==> config.mk <==
export PLATFORM = sky130hd
export DESIGN_NAME = adt_sqrt_cell
export DESIGN_NICKNAME = d
export VERILOG_FILES = /design/src/rtl/adt_sqrt_cell.sv
export SDC_FILE = /design/constraint.sdc
export NUM_CORES = 1
export LEC_CHECK = 0
export ABC_CLOCK_PERIOD_IN_PS = 5820
export BUFFER_PORTS_ARGS = -buffer_cell sky130_fd_sc_hd__buf_2
export CELL_PAD_IN_SITES_DETAIL_PLACEMENT = 1
export CELL_PAD_IN_SITES_GLOBAL_PLACEMENT = 1
export CORE_UTILIZATION = 30
export DETAILED_ROUTE_END_ITERATION = 7
export GPL_ROUTABILITY_DRIVEN = 0
export PLACE_DENSITY = 0.68
export SYNTH_ARGS = -nofsm -noshare
export SYNTH_HDL_FRONTEND = slang
export SYNTH_SLANG_ARGS = --single-unit
==> constraint.sdc <==
create_clock -name clk_i -period 5.82 [get_ports clk_i]
set_clock_uncertainty 0.05 [all_clocks]
set_input_delay 0.291 -clock clk_i [delete_from_list [all_inputs] [get_ports clk_i]]
set_output_delay 0.291 -clock clk_i [all_outputs]
set_load 0.005 [all_outputs]
==> src/rtl/adt_sqrt_cell.sv <==
`timescale 1ns / 1ps
module adt_sqrt_cell #(
  parameter int K = 0
) (
  input  logic        clk_i,
  input  logic [63:0] rem_i,
  input  logic [63:0] res_i,
  output logic [63:0] rem_o,
  output logic [63:0] res_o
);

  localparam logic [63:0] BIT = 64'd1 << (62 - 2 * K);

  logic [63:0] trial, rem_d, res_d, rem_q, res_q;

  // one restoring step of the digit-by-digit root
  always_comb begin
    trial = res_i + BIT;
    if (rem_i >= trial) begin
      rem_d = rem_i - trial;
      res_d = (res_i >> 1) + BIT;
    end else begin
      rem_d = rem_i;
      res_d = res_i >> 1;
    end
  end

  always_ff @(posedge clk_i) begin
    rem_q <= rem_d;
    res_q <= res_d;
  end

  assign rem_o = rem_q;
  assign res_o = res_q;

endmodule

==> results of run 1 <==
[registers in the layout, indices dropped and copies added (netlist names)]
signal,cells
res_o,64
rem_o,64
[layout make-up]
type	instances	area, um2	share of cell area [%]
Clock buffer	23	478	4.71
Multi-Input combinational cell	642	4320	42.5
Inverter	78	293	2.88
Sequential cell	128	2560	25.2
Timing Repair Buffer	322	1940	19.2
Clock inverter	9	155	1.53
Tap cell	319	399	3.93
[worst paths after layout]
check / from / to / slack (ps) / depth (start not counted)
min: rem_i[7] / rem_o[7] / 50 / 2
max: res_i[3] / rem_o[60] / 1740 / 14
[kinds of logic after synthesis]
kind of cell               count (synthesis)  share of synthesized area [%]
DFF                                      128                           35.0
buffers and inverters                    115                           6.10
muxes                                     15                           2.29
and+or+nand+nor                          234                           15.5
adders and majority gates                 65                           11.2
xor gates and xnor gates                  56                           6.69
AOI/OAI and AO/OA                        272                           23.3
[critical path: stages]
cell and delay (ps):
dlygate4sd3_1 520, buf_2 100, inv_1 40, ha_1 360, o211ai_1 210, a21oi_1 80, o41ai_1 700, nand4bb_1 240
a31oi_1 340, o21ai_1 220, a21oi_1 560, o21ai_0 300, and4_1 270, nor3_1 150
[metrics by stage]
stage	area, um2	cells	utilization [%]	power [mW]	hold WS, ps
after global placement	8900	1427	37.6	1.82	358
final	10200	1521	42.9	3.02	54.4
after CTS	10200	1521	42.9	3.06	40.6
after global routing	10200	1521	42.9	3.20	53.5
after floorplan	7330	885	-	1.53	269
after detailed placement	8900	1427	37.6	1.83	359
[what timing repair did]
action	in CTS	in global routing
endpoints found under the hold margin	62	0
gates resized for setup	0	0
hold buffers	62	0
[layer usage]
layer  wire (um)  up-vias
li1            -     3708
met3        1020       26
met5           0        -
met1       11300     3432
met4         416        0
met2       11500      169
[report_power, final]
group	internal [mW]	switching, mW	total (mW)
clock	0.752	0.419	1.17
combinational	0.378	0.454	0.832
sequential	0.992	0.0269	1.02
total	2.12	0.899	3.02
[synthesized netlist by cell type (5+ instances only)]
cell / instances
a21boi_0: 5
a21o_1: 49
a21oi_1: 111
a31oi_1: 7
a41oi_1: 5
and2_1: 10
and3_1: 13
buf_2: 11
clkbuf_1: 25
dfxtp_1: 128
ha_1: 64
inv_1: 78
mux2_2: 10
nand2_1: 52
nand3_1: 14
nand4_1: 18
nor2_1: 82
nor2b_1: 10
nor3_1: 11
o211ai_1: 7
o21a_1: 7
o21ai_0: 40
o21bai_1: 11
o31a_1: 5
xnor2_1: 36
xor2_1: 20
==> out/qor.csv, run 1 <==
stage,metric,value,unit
outcome,status,"finished, final reports clean",
grt,number of global-route vias before repair,7482,
cells_and_area,most frequent cells in the layout,"256 x buf_2, 128 x dfxtp_1, 111 x a21oi_1",
routing,Via Count,7335,
logic_synthesis,top post-synthesis cells by area,"dfxtp_1 35%, ha_1 11%, a21oi_1 7.6%, a21o_1 5.0%, xnor2_1 4.3%",
timing,Least-Margin Pin Slew,769,ps
die,Std-Cell Rows,56,
timing,Final Hold Viols,0,
logic_synthesis,"Seq/Total Area, Yosys",35.0,%
clocking,TritonCTS clock tree,built,
logic_synthesis,Post-synth EDFFs,0,
setup_path,Setup CP Type,in2reg,
pwr,Pleak,5.03,nW
cells_and_area,area delta synth->final,38.5,%
cells_and_area,n_diodes,0,
clocking,TritonCTS Buffers,17,
setup_path,CP Launch Type,input port,
timing,Fmax,0.245,GHz
timing,minimum clock period,4080,ps
grt,Total GRT Usage,19.5,%
grt,met2 Usage GRT,32.9,%
grt,pin count of the biggest net entering global routing,68,
routing,DRT antenna net count,0,
grt,initial antenna violation count,0,
routing,DRC,0,
clocking,"CTS clk-pin slew, worst paths",60,ps
cells_and_area,"leading cell type in the layout, fill and taps excluded",buf_2,
pwr,P per Cell Area,298,mW/mm2
cells_and_area,Fillers,2936,
setup_path,CP Data Required Time,6110,ps
pwr,Max VDD drop,0.000157,V
logic_synthesis,post-synth net total,1079,
cells_and_area,share of cells above drive strength 1,25.6,%
cells_and_area,final net count,1383,
logic_synthesis,fraction of registers with async set/reset,0,%
logic_synthesis,#FFs+latches synth,128,
timing,Final Setup Violations,0,
routing,drt wl/cell,15.9,um
logic_synthesis,"Primary FF master, synth",dfxtp_1,
clocking,H-tree depth,4,
timing,Max Slew Vio Count,0,
routing,First-pass DRT Iterations,4,
hold_path,HP Class,in2reg,
timing,Rel. slew slack,48.1,%
logic_synthesis,area share of the largest cell type after synthesis,35.0,%
grt,met1 GRT Util,24.9,%
timing,"Worst Setup Slack, final",1740,ps
clocking,Setup Buffers After CTS,0,
place,Post-Place Setup Slack,1830,ps
place,hpwl dp,18500,um
flow_run,max-cap violation count,0,
die,starting density of the core,30.9,%
logic_synthesis,synthesized area,0.00733,mm2
die,core footprint,0.0237,mm2
setup_path,CP Capture Type,flip-flop,
clocking,Max Buffers Root-to-Sink,2,
logic_synthesis,Cells after Synth,885,
die,Ports,257,
die,Chip Width,158,um
setup_path,Critical Path Fanout Max,6,
place,PortBufs,256,
routing,total wire length,24200,um
setup_path,CP arrival,4370,ps
timing,Fin Setup TNS,0,ps
logic_synthesis,Mapped Avg Cell Area,8.28,um2
clocking,Root Buffer,clkbuf_16,
timing,RSZ-0062 raised after global routing,no,
die,DIE AREA,0.0251,mm2
grt,GRT busiest layer,met2,
die,die height,158,um
clocking,Num Clock Sinks,128,
timing,Tcrit/Tclk final,70.2,%
routing,routed vias/inst,4.82,
routing,Initial DRC Count,148,
grt,first-pass GRT wire length,38200,um
grt,grt total ovfl,0,
logic_synthesis,Yosys warning count,0,
grt,met3 Resource Use GR,3.43,%
logic_synthesis,Synth cell types,58,
logic_synthesis,top cell type by total area after synthesis,dfxtp_1,
No activity file was read; power rests on OpenSTA's default activity.
==> run 2: changes to the inputs <==
- ABC_CLOCK_PERIOD_IN_PS: 5820 -> 3300
- PLACE_DENSITY: 0.68 -> 0.7
- clock period: 5.82 -> 3.3 ns (I/O delays scaled with it)
==> run 2 against run 1 <==
Hold slack got worse by 20 ps. Via count grew 7.9%. Setup slack got worse by 1600 ps. Count of clock-buffer cells in the layout is 3 lower. Critical path type unchanged. Routed wire length is 14% higher. First-iteration DRC count grew 74%. Power grew 90%. Combinational power is 100% higher. Critical endpoint is now rem_o[35]. Core utilization up 5.0 points. Highest routed layer unchanged. Die area is the same. Cell area is 12% higher. Cell count increased by 7.8%.
==> out/qor.csv, run 2 (synthesized netlist as in run 1, its figures left out) <==
stage,metric,value,unit,change
outcome,status,"finished, final reports clean",,unchanged
setup_path,"CP delay by family, top",buffers and inverters,,was compound AO/OA/AOI/OAI gates
routing,DRC,0,,unchanged
routing,First-pass DRT Iterations,4,,unchanged
setup_path,CP dominant cell by count,buf_4,,was a21oi_1
pwr,P per Cell Area,505,mW/mm2,was 298 mW/mm2
die,DIE AREA,0.0251,mm2,unchanged
routing,drt wl/cell,16.9,um,was 15.9 um
die,Chip Width,158,um,unchanged
pwr,Total Power,5.73,mW,was 3.02 mW
setup_path,worst path cell trace,dlygate4sd3_1 > buf_2 > inv_1 > ha_1 > and3_2 > and3_1 > nand4_1 > buf_4 > o41ai_4 > buf_4 > buf_6 > buf_4 > nor2_1 > a21oi_1,,was dlygate4sd3_1 > buf_2 > inv_1 > ha_1 > o211ai_1 > a21oi_1 > o41ai_1 > nand4bb_1 > a31oi_1 > o21ai_1 > a21oi_1 > o21ai_0 > and4_1 > nor3_1
timing,Max Slew Vio Count,0,,unchanged
clocking,H-tree depth,4,,unchanged
setup_path,Crit path largest cell delay,580,ps,was 700 ps
grt,grt total ovfl,0,,unchanged
die,Std-Cell Rows,56,,unchanged
cells_and_area,share of cells above drive strength 1,29.2,%,was 25.6%
timing,Tcrit/Tclk final,97.4,%,
routing,Initial DRC Count,258,,was 148
cells_and_area,final net count,1501,,was 1383
cells_and_area,Final Util,47.9,%,was 42.9%
cells_and_area,Fillers,2889,,was 2936
grt,Total GRT Usage,21.8,%,was 19.5%
die,starting density of the core,30.9,%,unchanged
die,die height,158,um,unchanged
timing,Final Hold Viols,0,,unchanged
grt,first-pass GRT wire length,42300,um,was 38200 um
flow_run,max-cap violation count,0,,unchanged
clocking,Root Buffer,clkbuf_16,,unchanged
grt,number of global-route vias before repair,8404,,was 7482
setup_path,CP Capture Type,flip-flop,,unchanged
hold_path,HP Class,in2reg,,unchanged
setup_path,Setup CP Type,in2reg,,unchanged
setup_path,CP arrival,3500,ps,was 4370 ps
pwr,Pleak,5.59,nW,was 5.03 nW
clocking,Num Clock Sinks,128,,unchanged
cells_and_area,n_diodes,0,,unchanged
cells_and_area,FF/Latch Area,0.00256,mm2,unchanged
cells_and_area,most frequent cells in the layout,"256 x buf_2, 128 x dfxtp_1, 122 x dlygate4sd3_1",,"was 256 x buf_2, 128 x dfxtp_1, 111 x a21oi_1"
setup_path,Worst path slowest cell,dlygate4sd3_1,,was o41ai_1
clocking,Max Buffers Root-to-Sink,2,,unchanged
place,hpwl dp,19700,um,was 18500 um
place,PortBufs,256,,unchanged
timing,minimum clock period,3210,ps,
cells_and_area,Multi-input gate area,0.00442,mm2,was 0.00432 mm2
routing,total wire length,27700,um,was 24200 um
routing,DRT antenna net count,0,,unchanged
cells_and_area,area delta synth->final,54.7,%,was 38.5%
routing,Via Count,7916,,was 7335
timing,RSZ-0062 raised after global routing,no,,unchanged
timing,Least-Margin Pin Slew,523,ps,was 769 ps
setup_path,CP Data Required Time,3590,ps,was 6110 ps
routing,routed vias/inst,4.83,,was 4.82
hold_path,hold path start,rem_i[60],,was rem_i[7]
grt,initial antenna violation count,0,,unchanged
clocking,TritonCTS Buffers,17,,unchanged
grt,pin count of the biggest net entering global routing,24,,was 68
clocking,TritonCTS clock tree,built,,unchanged
die,core footprint,0.0237,mm2,unchanged
setup_path,CP Launch Point,res_i[54],,was res_i[3]
cells_and_area,"leading cell type in the layout, fill and taps excluded",buf_2,,unchanged
clocking,"CTS clk-pin slew, worst paths",60,ps,about the same
die,Ports,257,,unchanged
timing,Fmax,0.311,GHz,
timing,Rel. slew slack,64.7,%,was 48.1%
setup_path,Critical Path Fanout Max,23,,was 6
timing,Final Setup Violations,0,,unchanged
setup_path,worst path bufs/invs,7,,was 3
setup_path,CP Launch Type,input port,,unchanged
pwr,Max VDD drop,0.000278,V,was 0.000157 V
-- run 2: changes by cell type in the layout (fill, tap and decap cells not counted), moves of 3 or more --
cell	change
dlygate4sd3_1	+60
buf_4	+56
o21ai_0	-5
a21oi_1	-3
a21oi_2	+3
buf_6	+3
ha_1	-3
o21ai_1	+3
-- run 2: stage by stage --
| step | setup TNS [ps] | hold slack [ps] | cells | cell area (um2) | worst slack (ps) |
|---|---|---|---|---|---|
| 2_1_floorplan | 0 | 143 | 885 | 7330 | 365 |
| 3_3_place_gp | -69.0 | 232 | 1483 | 9310 | -54.6 |
| 3_5_place_dp | -2830 | 234 | 1483 | 9310 | -208 |
| 4_1_cts | 0 | 11.0 | 1637 | 11200 | 4.57 |
| 5_1_grt | 0 | 51.9 | 1639 | 11300 | 0.502 |
| 6_report | 0 | 34.8 | 1639 | 11300 | 87.3 |
-- run 2: tightest hold or removal path, delay by kind of cell --
kind                   cells  cell delay (ps)
AO/OA/AOI/OAI              1               80
buffers and inverters      1              100
AND/OR/NAND/NOR            1              120
-- run 2: final timing paths --
check	end	cells after the start
min	rem_o[60]	3
max	rem_o[35]	14
-- run 2: area by class of cell --
cell class                 count  area share (%)
clock inverter                12            2.04
inverter                      78            2.58
sequential                   128            22.6
multi-input combinational    642            39.0
clock buffer                  20            3.94
timing repair buffer         440            26.3
tap                          319            3.52
-- run 2: per-layer routing --
metal	routed length (um)	GRT usage [%]	share of wire, %
met1	11900	25.0	43
met2	14400	40.6	52
met3	961	3.86	3.5
met4	540	6.78	1.9
met5	0	0	0
-- run 2: power breakdown --
| part | switching (mW) | internal, mW | total (mW) | leakage [nW] |
|---|---|---|---|---|
| clock network | 0.795 | 1.45 | 2.24 | 0.325 |
| registers | 0.0562 | 1.75 | 1.81 | 1.08 |
| logic | 0.877 | 0.804 | 1.68 | 4.19 |
-- run 2: repair_timing --
| action | CTS | global route |
|---|---|---|
| setup endpoints to repair | 0 | 52 |
| resized for setup | 0 | 28 |
| hold buffers | 122 | 0 |
| hold endpoints to repair | 122 | 0 |
| setup buffers | 0 | 2 |
